File: src/rtl/core/assert_macros.svh
// assertion macros for the rtl files (included by the decoder top level)
`ifndef ASSERT_MACROS_SVH
`define ASSERT_MACROS_SVH

`ifndef NO_ASSERTIONS

// property holds at every rising clock edge outside reset
`define ASSERT_ALWAYS(lbl, clk, rst, expr) \
  lbl: assert property (@(posedge clk) disable iff (rst) (expr)) \
    else $error("assertion violated");

// consequent holds in the cycle after the antecedent
`define ASSERT_NEXT(lbl, clk, rst, ante, cons) \
  lbl: assert property (@(posedge clk) disable iff (rst) (ante) |=> (cons)) \
    else $error("assertion violated");

`else

`define ASSERT_ALWAYS(lbl, clk, rst, expr)
`define ASSERT_NEXT(lbl, clk, rst, ante, cons)

`endif

`endif

File: src/rtl/core/csed_pkg.sv
// types, codes and helpers for the string escape decoder
`timescale 1ns / 1ps
`default_nettype none

package csed_pkg;

  localparam logic [1:0] MODE_PLAIN = 2'd0;
  localparam logic [1:0] MODE_ESC   = 2'd1;
  localparam logic [1:0] MODE_HEX1  = 2'd2;
  localparam logic [1:0] MODE_HEX2  = 2'd3;

  localparam logic [1:0] ST_BYTE    = 2'd0;
  localparam logic [1:0] ST_END     = 2'd1;
  localparam logic [1:0] ST_BADESC  = 2'd2;
  localparam logic [1:0] ST_ILLEGAL = 2'd3;

  localparam logic [7:0] CH_QUOTE  = 8'd34;
  localparam logic [7:0] CH_APOS   = 8'd39;
  localparam logic [7:0] CH_BSLASH = 8'd92;
  localparam logic [7:0] CH_A      = 8'd97;
  localparam logic [7:0] CH_B      = 8'd98;
  localparam logic [7:0] CH_F      = 8'd102;
  localparam logic [7:0] CH_N      = 8'd110;
  localparam logic [7:0] CH_R      = 8'd114;
  localparam logic [7:0] CH_T      = 8'd116;
  localparam logic [7:0] CH_V      = 8'd118;
  localparam logic [7:0] CH_X      = 8'd120;

  localparam logic [7:0] CTL_BEL = 8'd7;
  localparam logic [7:0] CTL_BS  = 8'd8;
  localparam logic [7:0] CTL_HT  = 8'd9;
  localparam logic [7:0] CTL_LF  = 8'd10;
  localparam logic [7:0] CTL_VT  = 8'd11;
  localparam logic [7:0] CTL_FF  = 8'd12;
  localparam logic [7:0] CTL_CR  = 8'd13;

  typedef struct packed {
    logic       emit;
    logic [7:0] res_byte;
    logic [1:0] res_status;
    logic [1:0] mode_next;
    logic [3:0] nibble_next;
  } step_t;

  // bit 4 set when the byte is not a hex digit
  function automatic logic [4:0] hex_value(input logic [7:0] c);
    logic [7:0] d;
    begin
      d = 8'd0;
      if (c >= 8'd48 && c <= 8'd57) begin
        d = c - 8'd48;
      end else if (c >= 8'd97 && c <= 8'd102) begin
        d = c - 8'd87;
      end else if (c >= 8'd65 && c <= 8'd70) begin
        d = c - 8'd55;
      end else begin
        d = 8'd16;
      end
      hex_value = d[4:0];
    end
  endfunction

  function automatic logic plain_ok(input logic [7:0] c);
    plain_ok = (c >= 8'd32 && c <= 8'd33) || (c >= 8'd35 && c <= 8'd38) ||
               (c >= 8'd40 && c <= 8'd91) || (c >= 8'd93 && c <= 8'd126);
  endfunction

endpackage

`default_nettype wire

File: src/rtl/core/c_string_escape_decoder.sv
// top level of the c string literal escape decoder
//
//  channel | signals                      | direction
//  --------+------------------------------+----------
//  in      | in_valid in_ready in_byte    | sink
//  out     | out_valid out_ready out_byte | source
//          | status                       |
//
// one byte per cycle while the output is not stalled; each byte passes the input register, then the result register
// the escape mode and hex nibble update as a byte leaves the input register
// bytes that start an escape, the x of a hex escape or the first hex digit give no transaction
// a stalled output holds the input register; reset returns to plain mode
`timescale 1ns / 1ps
`default_nettype none
`include "assert_macros.svh"

module c_string_escape_decoder (
  input  logic       clk,
  input  logic       rst,
  input  logic       in_valid,
  output logic       in_ready,
  input  logic [7:0] in_byte,
  output logic       out_valid,
  input  logic       out_ready,
  output logic [7:0] out_byte,
  output logic [1:0] status
);
  import csed_pkg::*;

  logic       s1_valid;
  logic [7:0] s1_byte;
  logic [1:0] mode;
  logic [3:0] high_nibble;
  logic       free;
  logic       advance;
  step_t      step;

  assign advance  = s1_valid && free;
  assign in_ready = !s1_valid || free;

  always_ff @(posedge clk) begin
    if (rst) begin
      s1_valid <= 1'b0;
    end else if (in_ready) begin
      s1_valid <= in_valid;
    end
  end

  always_ff @(posedge clk) begin
    if (in_ready && in_valid) begin
      s1_byte <= in_byte;
    end
  end

  always_ff @(posedge clk) begin
    if (rst) begin
      mode        <= MODE_PLAIN;
      high_nibble <= 4'd0;
    end else if (advance) begin
      mode        <= step.mode_next;
      high_nibble <= step.nibble_next;
    end
  end

  csed_decode u_decode (
    .cur_byte    (s1_byte),
    .mode        (mode),
    .high_nibble (high_nibble),
    .step        (step)
  );

  csed_outreg u_outreg (
    .clk       (clk),
    .rst       (rst),
    .load      (advance && step.emit),
    .ld_byte   (step.res_byte),
    .ld_status (step.res_status),
    .free      (free),
    .out_valid (out_valid),
    .out_ready (out_ready),
    .out_byte  (out_byte),
    .status    (status)
  );

  `ASSERT_NEXT(a_emit_to_plain, clk, rst, advance && step.emit, mode == MODE_PLAIN)
  `ASSERT_ALWAYS(a_end_zero, clk, rst, !(out_valid && status == ST_END) || out_byte == 8'd0)
  `ASSERT_ALWAYS(a_ready_when_empty, clk, rst, out_valid || in_ready)
  `ASSERT_NEXT(a_hex2_entry, clk, rst, advance && mode == MODE_HEX1 && !step.emit, mode == MODE_HEX2)

endmodule

`default_nettype wire

File: src/rtl/core/csed_decode.sv
// next-state and result logic for one input byte
`timescale 1ns / 1ps
`default_nettype none

module csed_decode (
  input  logic [7:0]     cur_byte,
  input  logic [1:0]     mode,
  input  logic [3:0]     high_nibble,
  output csed_pkg::step_t step
);
  import csed_pkg::*;

  logic [4:0] hv;

  assign hv = hex_value(cur_byte);

  always_comb begin
    step.emit        = 1'b1;
    step.res_byte    = cur_byte;
    step.res_status  = ST_BYTE;
    step.mode_next   = MODE_PLAIN;
    step.nibble_next = high_nibble;
    unique case (mode)
      MODE_PLAIN: begin
        if (cur_byte == CH_BSLASH) begin
          step.emit      = 1'b0;
          step.mode_next = MODE_ESC;
        end else if (cur_byte == CH_QUOTE) begin
          step.res_byte   = 8'd0;
          step.res_status = ST_END;
        end else if (!plain_ok(cur_byte)) begin
          step.res_status = ST_ILLEGAL;
        end
      end
      MODE_ESC: begin
        unique case (cur_byte)
          CH_BSLASH, CH_QUOTE, CH_APOS: step.res_byte = cur_byte;
          CH_N: step.res_byte = CTL_LF;
          CH_R: step.res_byte = CTL_CR;
          CH_T: step.res_byte = CTL_HT;
          CH_F: step.res_byte = CTL_FF;
          CH_V: step.res_byte = CTL_VT;
          CH_B: step.res_byte = CTL_BS;
          CH_A: step.res_byte = CTL_BEL;
          CH_X: begin
            step.emit      = 1'b0;
            step.mode_next = MODE_HEX1;
          end
          default: step.res_status = ST_BADESC;
        endcase
      end
      MODE_HEX1: begin
        if (hv[4]) begin
          step.res_status = ST_BADESC;
        end else begin
          step.emit        = 1'b0;
          step.mode_next   = MODE_HEX2;
          step.nibble_next = hv[3:0];
        end
      end
      MODE_HEX2: begin
        if (hv[4]) begin
          step.res_status = ST_BADESC;
        end else begin
          step.res_byte = {high_nibble, hv[3:0]};
        end
      end
      default: step.emit = 1'b1;
    endcase
  end

endmodule

`default_nettype wire

File: src/rtl/core/csed_outreg.sv
// result register with valid/ready handshake
`timescale 1ns / 1ps
`default_nettype none

module csed_outreg (
  input  logic       clk,
  input  logic       rst,
  input  logic       load,
  input  logic [7:0] ld_byte,
  input  logic [1:0] ld_status,
  output logic       free,
  output logic       out_valid,
  input  logic       out_ready,
  output logic [7:0] out_byte,
  output logic [1:0] status
);

  assign free = !out_valid || out_ready;

  always_ff @(posedge clk) begin
    if (rst) begin
      out_valid <= 1'b0;
    end else if (free) begin
      out_valid <= load;
    end
  end

  always_ff @(posedge clk) begin
    if (free && load) begin
      out_byte <= ld_byte;
      status   <= ld_status;
    end
  end

endmodule

`default_nettype wire

File: config.mk
export PLATFORM = sky130hd
export DESIGN_NAME = c_string_escape_decoder
export DESIGN_NICKNAME = d
export VERILOG_FILES = /design/src/rtl/core/csed_pkg.sv /design/src/rtl/core/c_string_escape_decoder.sv /design/src/rtl/core/csed_decode.sv /design/src/rtl/core/csed_outreg.sv
export VERILOG_INCLUDE_DIRS = /design/src /design/src/rtl/core
export SDC_FILE = /design/constraint.sdc
export NUM_CORES = 1
export LEC_CHECK = 0
export ABC_AREA = 1
export BUFFER_PORTS_ARGS = -buffer_cell sky130_fd_sc_hd__clkbuf_2
export CAP_MARGIN = 10
export CORE_MARGIN = 4
export CORE_UTILIZATION = 25
export CTS_CLUSTER_SIZE = 8
export DETAILED_ROUTE_END_ITERATION = 8
export SYNTH_ARGS = -nofsm -noshare
export SYNTH_HDL_FRONTEND = slang
export SYNTH_SLANG_ARGS = --single-unit
File: constraint.sdc
create_clock -name clk -period 5.35 [get_ports clk]
set_input_delay 1.07 -clock clk [delete_from_list [all_inputs] [get_ports clk]]
set_output_delay 1.07 -clock clk [all_outputs]
set_load 0.02 [all_outputs]
Word level (Yosys, flattened, before mapping)
Index checks and enable logic that the tools add are counted.

storage, ports and cells
  word-level logic and storage cells = 82
  output and inout bits = 12
  input bits = 12
  bits in registers = 26

cells by class
  muxes and demuxes = 21
  magnitude comparators = 14
  reductions and logical operators = 22
  bitwise logic cells = 1
  equal/unequal tests = 14
  add/subtract/negate cells = 3

operator list
  operator                                              number
  == test 8 x 7 -> 1 bit (second input constant)        9
  one-hot mux 8 bit (7 select lines)                    1
  >= comparator 8 x 6 -> 1 bit (second input constant)  4
  <= comparator 8 x 7 -> 1 bit (second input constant)  4
  >= comparator 8 x 7 -> 1 bit (second input constant)  3
  <= comparator 8 x 6 -> 1 bit (second input constant)  3
  one-hot mux 8 bit (3 select lines)                    1
  == test 8 x 6 -> 1 bit (second input constant)        2
  2-to-1 mux 8 bit                                      2
  2-to-1 mux 5 bit                                      3
  subtractor 5 bit (second input constant)              3
  one-hot mux 2 bit (3 select lines)                    2
  logical AND 1 bit                                     11
  OR reduction 11 bit                                   1
  2-to-1 mux 10 bit                                     1
  2-to-1 mux 2 bit                                      5
  2-to-1 mux 6 bit                                      1
  logical OR 1 bit                                      5
  == test 2 bit (second input constant)                 2
  2-to-1 mux 1 bit                                      4
  one-hot mux 1 bit (3 select lines)                    1
  AND reduction 3 bit                                   1
  == test 2 x 1 -> 1 bit (second input constant)        1
  zero test 1 bit                                       2
  other kinds (3)                                       3

Depth between registers and ports, before layout
Gate-level depths: netlist of run 1.

  word-level depth = 9
  mapped depth = 12

By module
From an unflattened synthesis of run 1, not the netlist that was laid out.

unflattened totals
  cell total of the unflattened synthesis = 293
  area, all modules = 2,070.7 um^2

by module, submodules not included
  module                   instances  sequential area each (um^2)  cells an instance  area an instance (um^2)
  csed_decode              1          0.0                          222                1,179.9
  c_string_escape_decoder  1          380.4                        55                 543.0
  csed_outreg              1          320.3                        16                 347.8

Worst setup path after synthesis of run 1
Ideal clock, no wire load.

  path type = input-to-output
  start = input port out_ready
  end = output port in_ready
  stages = 2
  data required time = 4.280 ns
  arrival = 1.323 ns
  slack = 2.957 ns
  cells stage by stage = inv_1 > nand3_1

on the way
  word-level cells in the longest chain between the ends = 2

RTL lines
  what              RTL line                       RTL
  from (decl)       c_string_escape_decoder.sv:24  input logic out_ready,
  logical OR 1 bit  csed_outreg.sv:18              assign free = !out_valid || out_ready;
  logical OR 1 bit  c_string_escape_decoder.sv:39  assign in_ready = !s1_valid || free;
  to (decl)         c_string_escape_decoder.sv:21  output logic in_ready,

No other way between the ends.

Worst setup path after layout of run 1
Ends and elaborated chain as after synthesis.

==> results of run 1 <==
==> worst reg2reg max path: stages, from the launching register on <==
cell	delay (ps)
edfxtp_1	470
inv_1	180
ha_1	280
nand3b_1	240
nand3_4	190
nand3_1	120
nand2_1	90
nand2_1	80
inv_1	310
==> power breakdown <==
part	internal [uW]	switching, uW
Sequential	225	10.2
Combinational	21.3	44.8
Clock	51.4	58.6
Total	298	114
==> Yosys cell counts <==
| master | count | area (sq um) |
|---|---|---|
| o21ai_0 | 6 | 30.03 |
| nor2_1 | 30 | 112.6 |
| a21o_1 | 1 | 7.510 |
| nand2_1 | 93 | 349.1 |
| nand3_2 | 1 | 10.01 |
| a31oi_1 | 1 | 6.260 |
| nor3_1 | 1 | 5.000 |
| inv_1 | 33 | 123.9 |
| inv_2 | 1 | 3.750 |
| edfxtp_1 | 18 | 540.5 |
| nor2_4 | 3 | 33.78 |
| buf_6 | 1 | 11.26 |
| clkinv_2 | 1 | 5.000 |
| buf_4 | 1 | 7.510 |
| and2_1 | 1 | 6.260 |
| dfxtp_1 | 8 | 160.2 |
| nor2_2 | 5 | 31.28 |
| ha_1 | 5 | 62.56 |
| nand3b_1 | 4 | 30.03 |
| nand2_2 | 11 | 68.82 |
| a21oi_1 | 9 | 45.04 |
| nand3_1 | 34 | 170.2 |
| nand4_1 | 6 | 37.54 |
| and3_1 | 2 | 12.51 |
| nand3_4 | 2 | 35.03 |
==> area by class of cell <==
class | count | area share, %
inverters | 35 | 6.110
clock inverters | 1 | 0.1729
flip-flops and latches | 26 | 32.28
clock buffers | 3 | 1.902
well taps | 99 | 5.706
multi-input cells | 215 | 48.53
repair buffers | 23 | 5.303
==> routing by layer <==
layer  up-vias  share of wire [%]  track usage, %
li1        947                  -               -
met1       815                 48           16.16
met2        53                 45           16.15
met3         4                6.4           2.762
met4         0               0.52           1.442
met5         -                  0               0
==> through the flow <==
| step | hold WS, ps | std cells | setup WS, ps |
|---|---|---|---|
| global placement | 506.7 | 398 | 2810 |
| global route | 549.0 | 402 | 2754 |
| finish | 519.0 | 402 | 2808 |
| floorplan | 488.8 | 278 | 2957 |
| CTS | 518.7 | 402 | 2802 |
| detailed placement | 501.8 | 398 | 2800 |
==> worst max path at each step <==
stage | from | cells past startpoint | endpoint | slack [ps]
final | out_ready | 4 | in_ready | 2810
after global routing | out_ready | 4 | in_ready | 2750
after CTS | out_ready | 4 | in_ready | 2800
after detailed placement | out_ready | 4 | in_ready | 2800
after global placement | out_ready | 4 | in_ready | 2810
after floorplan | out_ready | 2 | in_ready | 2960
==> state kept, by name (all words and copies together) (netlist names) <==
name	cells
s1_byte	8
u_outreg.status	2
u_outreg.out_byte	8
high_nibble	4
u_outreg.out_valid	1
s1_valid	1
mode	2
==> cells by family (layout without fill, tap and decap cells) <==
| family | count (synthesis) | count (layout) |
|---|---|---|
| AO/OA/AOI/OAI | 17 | 17 |
| adder cells (fa/ha/maj) | 5 | 5 |
| buffers and inverters | 37 | 62 |
| flip-flops | 26 | 26 |
| AND/OR/NAND/NOR | 193 | 193 |
==> layout by cell type, fill, tap and decap left out, types with 2 or more instances in the layout <==
cell type,n
o21ai_0,6
dfxtp_1,8
nand4_1,6
inv_1,33
nand2_2,11
nor2_4,3
ha_1,5
nor2_2,5
nand2_1,93
clkbuf_2,23
edfxtp_1,18
nand3_1,34
clkbuf_8,3
nand3b_1,4
nand3_4,2
a21oi_1,9
and3_1,2
nor2_1,30
==> flow_summary.ini, run 1 <==
[cells_and_area]
layout-area-overhead-vs-synth_pct = 13.92
fill_cells = 796
nets = 321
drive_above_1_share_pct = 16.50
design_area_sq_um = 2171
multi_input_area_sq_um = 1054
diodes = 0
seqCellArea_sq_um = 700.7
utilization_pct = 29.61

[floorplanning]
die_area_sq_um = 9083
ios = 24
fp.dieH_microns = 95.31
core_area_sq_um = 7331
die_w_microns = 95.31
start_util_pct = 25.99
num_rows = 31

[pwr]
powerDensity_nw_per_um2 = 189.6
leakage_uw = 0.001009
finalPower_uw = 411.5
ir_drop_v = 0.0001196

[synthesis]
yosysSeqAreaShare_pct = 36.77
ys_types = 25
synth_xor_area_share_pct = 0
syn_inst = 278
synthMuxAreaShare_pct = 0
synth_area_sq_um = 1906
synthAdderAreaFrac_pct = 3.283
synth_top_family_by_area = simple AND/OR/NAND/NOR gates
yosys.area_share.simple_pct = 47.34
syn_area_per_cell_sq_um = 6.855
synth-compound-area-share_pct = 4.662
synth_warnings = 0
synth_fp_nets = 295
synth-seq-cells = 26

[critical_path]
max_stage_delay_ps = 170
crit_top_cell = clkbuf_2
crit_chain = clkbuf_2 > inv_1 > nand3_1 > clkbuf_2
critical_path.max_fanout = 3
reg2reg_from = s1_byte[0]$_DFFE_PP_
rrSetupSlack_ps = 3060
cpLargestDelayFamily = buffers and inverters
critical_path_class = input pin to output port
r2r-end = u_outreg.out_byte[1]$_DFFE_PP_
start_kind = input pin
ff2ff_path_depth = 8
critical_path_required_ps = 4280
path_buf_inv = 3
cp.arrival_ps = 1470
crit_path_top_delay_cell = clkbuf_2
critPathCaptureType = output port

[timing]
slew_violations = 0
hold_viol = 0
fin_worst_skew_ps = 7.947
finalCritPeriodShare_pct = 47.52
setup_tns_ps = 0
setup-violations-final = 0
tightest_slew_ps = 506.7
post-route-min-period_ps = 2542
fmax_mhz = 393.3
slew_headroom_pct = 66.09
rsz0062_at_grt = false

[global_route]
grt_max_degree = 15
antenna_found_initial = 0
grt_pass1_vias = 1626
grtUsageTotal_pct = 10.88
globalRoute.totalOverflow = 0
grt_pass1_wl_mm = 7.852

[route]
num_vias = 1819
drtIter0Drc = 143
post_drt_wl_per_cell_microns = 11.55
first_pass_iters = 4
postRouteAntennaNets = 0
drc = 0
vias_per_cell = 4.525
drt_wl_total_mm = 4.642

[hold_path]
hp-start = u_outreg.out_valid$_SDFFE_PP0P_
holdPathStages = 2
hold_path_end = u_outreg.out_valid$_SDFFE_PP0P_
holdCritPathClass = flop to flop

[placement]
placed_area_sq_um = 2126
gp_congestion = 1.010
place_hpwl_mm = 3.786
port_buffers = 23

[clock_tree]
cts_buffers = 3
clk_latency_ps = 270
clk_pin_slew_ps = 80
cts_resized = 0
clock_sinks = 26
cts_buffer_depth = 2
post_cts_buffers = 0
cts.htree.levels = 1
cts_tree = done
ctsHoldBuffers = 0
cts-root-buf = clkbuf_8

[flow_run]
drv_cap = 0

[run_status]
status = complete, no violations
Note: power is estimated with default switching activity, not from simulation.
==> inputs of run 2 (changes only) <==
- clock period: 5.35 -> 2.3 ns (I/O delays scaled with it)
==> run 2 against run 1 <==
Compared with the run above: non-clock buffer count is 7 higher; hold slack worse by 160 ps; utilization is 1.3 points higher; clock skew is 2.0 ps higher; count of clock-buffer cells in the layout stayed put; first-iteration DRC count is 4.9% higher; global-route usage is 0.34 points higher; clock power grew to 3.4 times the previous value; critical path type is now flop to flop; largest cell class unchanged.
==> flow_summary.ini, run 2 (synthesized netlist as in run 1, its figures left out) <==
[run_status]
status = complete, no violations

[cells_and_area]
utilization_pct = 30.88
layout-area-overhead-vs-synth_pct = 18.78
reg_top3 = s1_byte (8), u_outreg.out_byte (8), high_nibble (4)
layout_commonest_cell = nand2_1
final_cell_count_no_fill = 410
diodes = 0
layout_common_cells = nand2_1, nand3_1, inv_1
drive_above_1_share_pct = 19.94
nets = 329
design_area_sq_um = 2263

[clock_tree]
ctsHoldBuffers = 0
clock_sinks = 26
cts_buffer_depth = 2
cts-root-buf = clkbuf_8
cts_tree = done
clk_pin_slew_ps = 90
clk_latency_ps = 280
cts.htree.levels = 1
cts_buffers = 3

[global_route]
antenna_found_initial = 0
grtUsageTotal_pct = 11.22
globalRoute.totalOverflow = 0
grt_pass1_wl_mm = 8.059
grt_max_degree = 16
grt_pass1_vias = 1737

[route]
post_drt_wl_per_cell_microns = 11.82
vias_per_cell = 4.507
drt_wl_total_mm = 4.848
num_vias = 1848
drtIter0Drc = 150
drc = 0
postRouteAntennaNets = 0
first_pass_iters = 4

[placement]
port_buffers = 23
place_hpwl_mm = 3.897
placed_area_sq_um = 2156
gp_congestion = 0.9867
placed_cells = 402

[timing]
slew_violations = 0
slew_headroom_pct = 68.15
fin_worst_skew_ps = 9.954
setup-violations-final = 0
rsz0062_at_grt = false
tightest_slew_ps = 472.7
post-route-min-period_ps = 2069
setup_tns_ps = 0
hold_viol = 0
finalCritPeriodShare_pct = 89.96
fmax_mhz = 483.3

[critical_path]
start_kind = flop
critical_path.max_fanout = 10
critPathCaptureType = flop
critical_path_class = flop to flop
critical_path_required_ps = 2330
cp.arrival_ps = 2100

[hold_path]
holdCritPathClass = input pin to flop

[floorplanning]
core_area_sq_um = 7331
die_w_microns = 95.31
num_rows = 31
die_area_sq_um = 9083
fp.dieH_microns = 95.31
start_util_pct = 25.99
ios = 24

[pwr]
ir_drop_v = 0.0003547
powerDensity_nw_per_um2 = 483.2
leakage_uw = 0.001047

[flow_run]
drv_cap = 0
[run 2: timing repair]
item / in CTS / in global routing
resized for setup: 0 / 4
hold endpoints to repair: 0 / 0
setup endpoints to repair: 0 / 10
setup buffers: 0 / 3
[run 2: power breakdown]
group	leakage [uW]	internal (uW)	total, uW	switching [uW]
sequential	0.000237	524	544	20.7
clock	0.0000357	233	379	146
combinational	0.000775	57.3	170	113
total	0.00105	814	1090	280
[run 2: final timing paths]
path                                                 startpoint  cells past startpoint                               to  slack [ps]
worst min register to register  u_outreg.out_valid$_SDFFE_PP0P_                      2  u_outreg.out_valid$_SDFFE_PP0P_         520
worst max register to register             s1_byte[1]$_DFFE_PP_                     10   u_outreg.out_byte[0]$_DFFE_PP_         230
worst min-delay path                                 in_byte[5]                      1             s1_byte[5]$_DFFE_PP_         360
worst max-delay path                       s1_byte[1]$_DFFE_PP_                     10   u_outreg.out_byte[0]$_DFFE_PP_         230
[run 2: per-layer routing]
metal / up-vias / track usage [%] / wire length (microns)
met5: - / 0 / 0
met4: 0 / 2.284 / 34
met3: 7 / 2.841 / 411
met2: 64 / 17.26 / 2167
met1: 811 / 15.85 / 2234
li1: 966 / - / -
[run 2: metrics by stage]
stage / hold WS, ps / setup WS (ps) / total power (uW)
2_1_floorplan: 488.8 / 404.7 / 661.9
6_report: 358.4 / 230.9 / 1094
4_1_cts: 355.4 / 59.45 / 1094
3_3_place_gp: 505.6 / 200.6 / 717.0
5_1_grt: 354.2 / 43.32 / 1146
3_5_place_dp: 507.1 / 61.65 / 717.0
[run 2: critical path, cell delays in order, from the launching register on]
cell and delay [ps]:
edfxtp_1 470, inv_1 200, ha_1 240, nand3b_1 190, nand3_4 150, nand3_1 120
nand2_2 100, nand2_2 100, nand2_1 80, nand2_1 80, nand3_1 90
[run 2: final cells by class]
type                    instances  area [sq um]
well taps                      99         123.9
flip-flops and latches         26         700.7
repair buffers                 30         167.7
inverters                      35         136.4
fillers                       787          5067
repair inverters                1         7.507
clock buffers                   3         41.29
multi-input cells             215          1056
clock inverters                 1         30.03
==> inputs of run 3 (changes only) <==
- CORE_ASPECT_RATIO: default -> 1.2
==> run 3 against run 2 <==
Compared with the run above: critical path depth is 2 lower; wire length is 2.6% higher; utilization is 0.90 points lower; flip-flop and latch count stayed put; final area is 3.1% lower; first-iteration DRC count is 8.7% higher; highest routed layer unchanged.
==> flow_summary.ini, run 3 (synthesized netlist as in run 1, its figures left out) <==
[critical_path]
crit_top_cell = nand2_1
cpLargestDelayFamily = simple AND/OR/NAND/NOR gates
critical_path_required_ps = 2290
crit_path_top_delay_cell = edfxtp_1
start_kind = flop
rrSetupSlack_ps = 170
reg2reg_from = s1_byte[1]$_DFFE_PP_
critical_path_class = flop to flop
critical_path.max_fanout = 10
cp.arrival_ps = 2120
ff2ff_path_depth = 8
critPathCaptureType = flop
max_stage_delay_ps = 480
path_buf_inv = 2
r2r-end = u_outreg.out_byte[0]$_DFFE_PP_
crit_chain = inv_1 > ha_1 > nand3b_1 > nand3_4 > nand3_1 > nand2_1 > nand2_1 > clkinvlp_4

[hold_path]
holdPathStages = 1
hp-start = in_byte[1]
holdCritPathClass = input pin to flop
hold_path_end = s1_byte[1]$_DFFE_PP_

[placement]
port_buffers = 23
place_hpwl_mm = 4.216
placed_area_sq_um = 2145
gp_congestion = 0.9047

[cells_and_area]
layout_commonest_cell = nand2_1
layout-area-overhead-vs-synth_pct = 15.10
nets = 325
fill_cells = 822
drive_above_1_share_pct = 18.24
layout_common_cells = nand2_1, nand3_1, inv_1
design_area_sq_um = 2193
reg_top3 = s1_byte (8), u_outreg.out_byte (8), high_nibble (4)
diodes = 0

[timing]
post-route-min-period_ps = 2131
hold_slack_ps = 363.2
hold_viol = 0
slew_headroom_pct = 66.58
tightest_slew_ps = 499.5
setup_tns_ps = 0
fmax_mhz = 469.2
setup-violations-final = 0
finalCritPeriodShare_pct = 92.67
fin_worst_skew_ps = 3.515
slew_violations = 0
rsz0062_at_grt = false

[route]
postRouteAntennaNets = 0
drc = 0
drt_wl_total_mm = 4.973
drtIter0Drc = 163
first_pass_iters = 4
vias_per_cell = 4.531
post_drt_wl_per_cell_microns = 12.53
num_vias = 1799

[clock_tree]
cts_buffers = 3
clk_latency_ps = 270
cts.htree.levels = 1
cts_resized = 0
clock_sinks = 26
cts_buffer_depth = 2
ctsHoldBuffers = 0
cts_tree = done
cts-root-buf = clkbuf_8
clk_pin_slew_ps = 80
post_cts_buffers = 0

[floorplanning]
die_w_microns = 87.70
ios = 24
fp.dieH_microns = 103.6
die_area_sq_um = 9089
core_area_sq_um = 7317
num_rows = 34
start_util_pct = 26.04

[global_route]
grtUsageTotal_pct = 11.37
antenna_found_initial = 0
globalRoute.totalOverflow = 0
grt_pass1_vias = 1742
grt_max_degree = 15
grt_pass1_wl_mm = 8.280

[run_status]
status = complete, no violations

[pwr]
leakage_uw = 0.001019
powerDensity_nw_per_um2 = 436.7
ir_drop_v = 0.0003297

[flow_run]
drv_cap = 0
==> run 3: how the worst max path moves through the flow <==
stage | start | endpoint | cells past startpoint | slack [ps]
2_1_floorplan | s1_byte[0]$_DFFE_PP_ | u_outreg.out_byte[0]$_DFFE_PP_ | 8 | 400
3_3_place_gp | s1_byte[0]$_DFFE_PP_ | u_outreg.out_byte[0]$_DFFE_PP_ | 8 | 180
3_5_place_dp | s1_byte[0]$_DFFE_PP_ | u_outreg.out_byte[0]$_DFFE_PP_ | 8 | 130
4_1_cts | s1_byte[0]$_DFFE_PP_ | u_outreg.out_byte[0]$_DFFE_PP_ | 8 | 120
5_1_grt | s1_byte[1]$_DFFE_PP_ | u_outreg.out_byte[0]$_DFFE_PP_ | 8 | 20
6_report | s1_byte[1]$_DFFE_PP_ | u_outreg.out_byte[0]$_DFFE_PP_ | 8 | 170
==> run 3: area by class of cell <==
cell class | count | area (sq um) | share of cell area, %
Multi-Input combinational cell | 215 | 1054 | 48.03
Sequential cell | 26 | 700.7 | 31.95
Timing Repair Buffer | 27 | 145.1 | 6.617
Inverter | 35 | 136.4 | 6.218
Tap cell | 90 | 112.6 | 5.134
Clock buffer | 3 | 41.29 | 1.882
Clock inverter | 1 | 3.754 | 0.1711
==> run 3: power by group <==
part | internal (uW) | total, uW | switching (uW)
logic | 54.7 | 164 | 109
registers | 524 | 544 | 20.0
clock network | 120 | 251 | 131
==> run 3: routing by layer <==
| layer | routed length, microns | up-vias | track usage, % | part of all wire [%] |
|---|---|---|---|---|
| li1 | - | 955 | - | - |
| met1 | 2032 | 781 | 13.40 | 41 |
| met2 | 2604 | 57 | 20.64 | 52 |
| met3 | 286 | 6 | 2.383 | 5.8 |
| met4 | 50 | 0 | 2.412 | 1.0 |
| met5 | 0 | - | 0 | 0 |
==> run 3: stage by stage <==
stage	util, %	power [uW]	std cells	setup WS, ps
after floorplan	-	661.9	278	404.7
after global placement	29.31	720.8	393	179.7
after detailed placement	29.31	718.6	393	125.7
after CTS	29.92	965.8	397	116.7
after global routing	29.98	1001	397	18.00
final	29.98	957.9	397	168.6
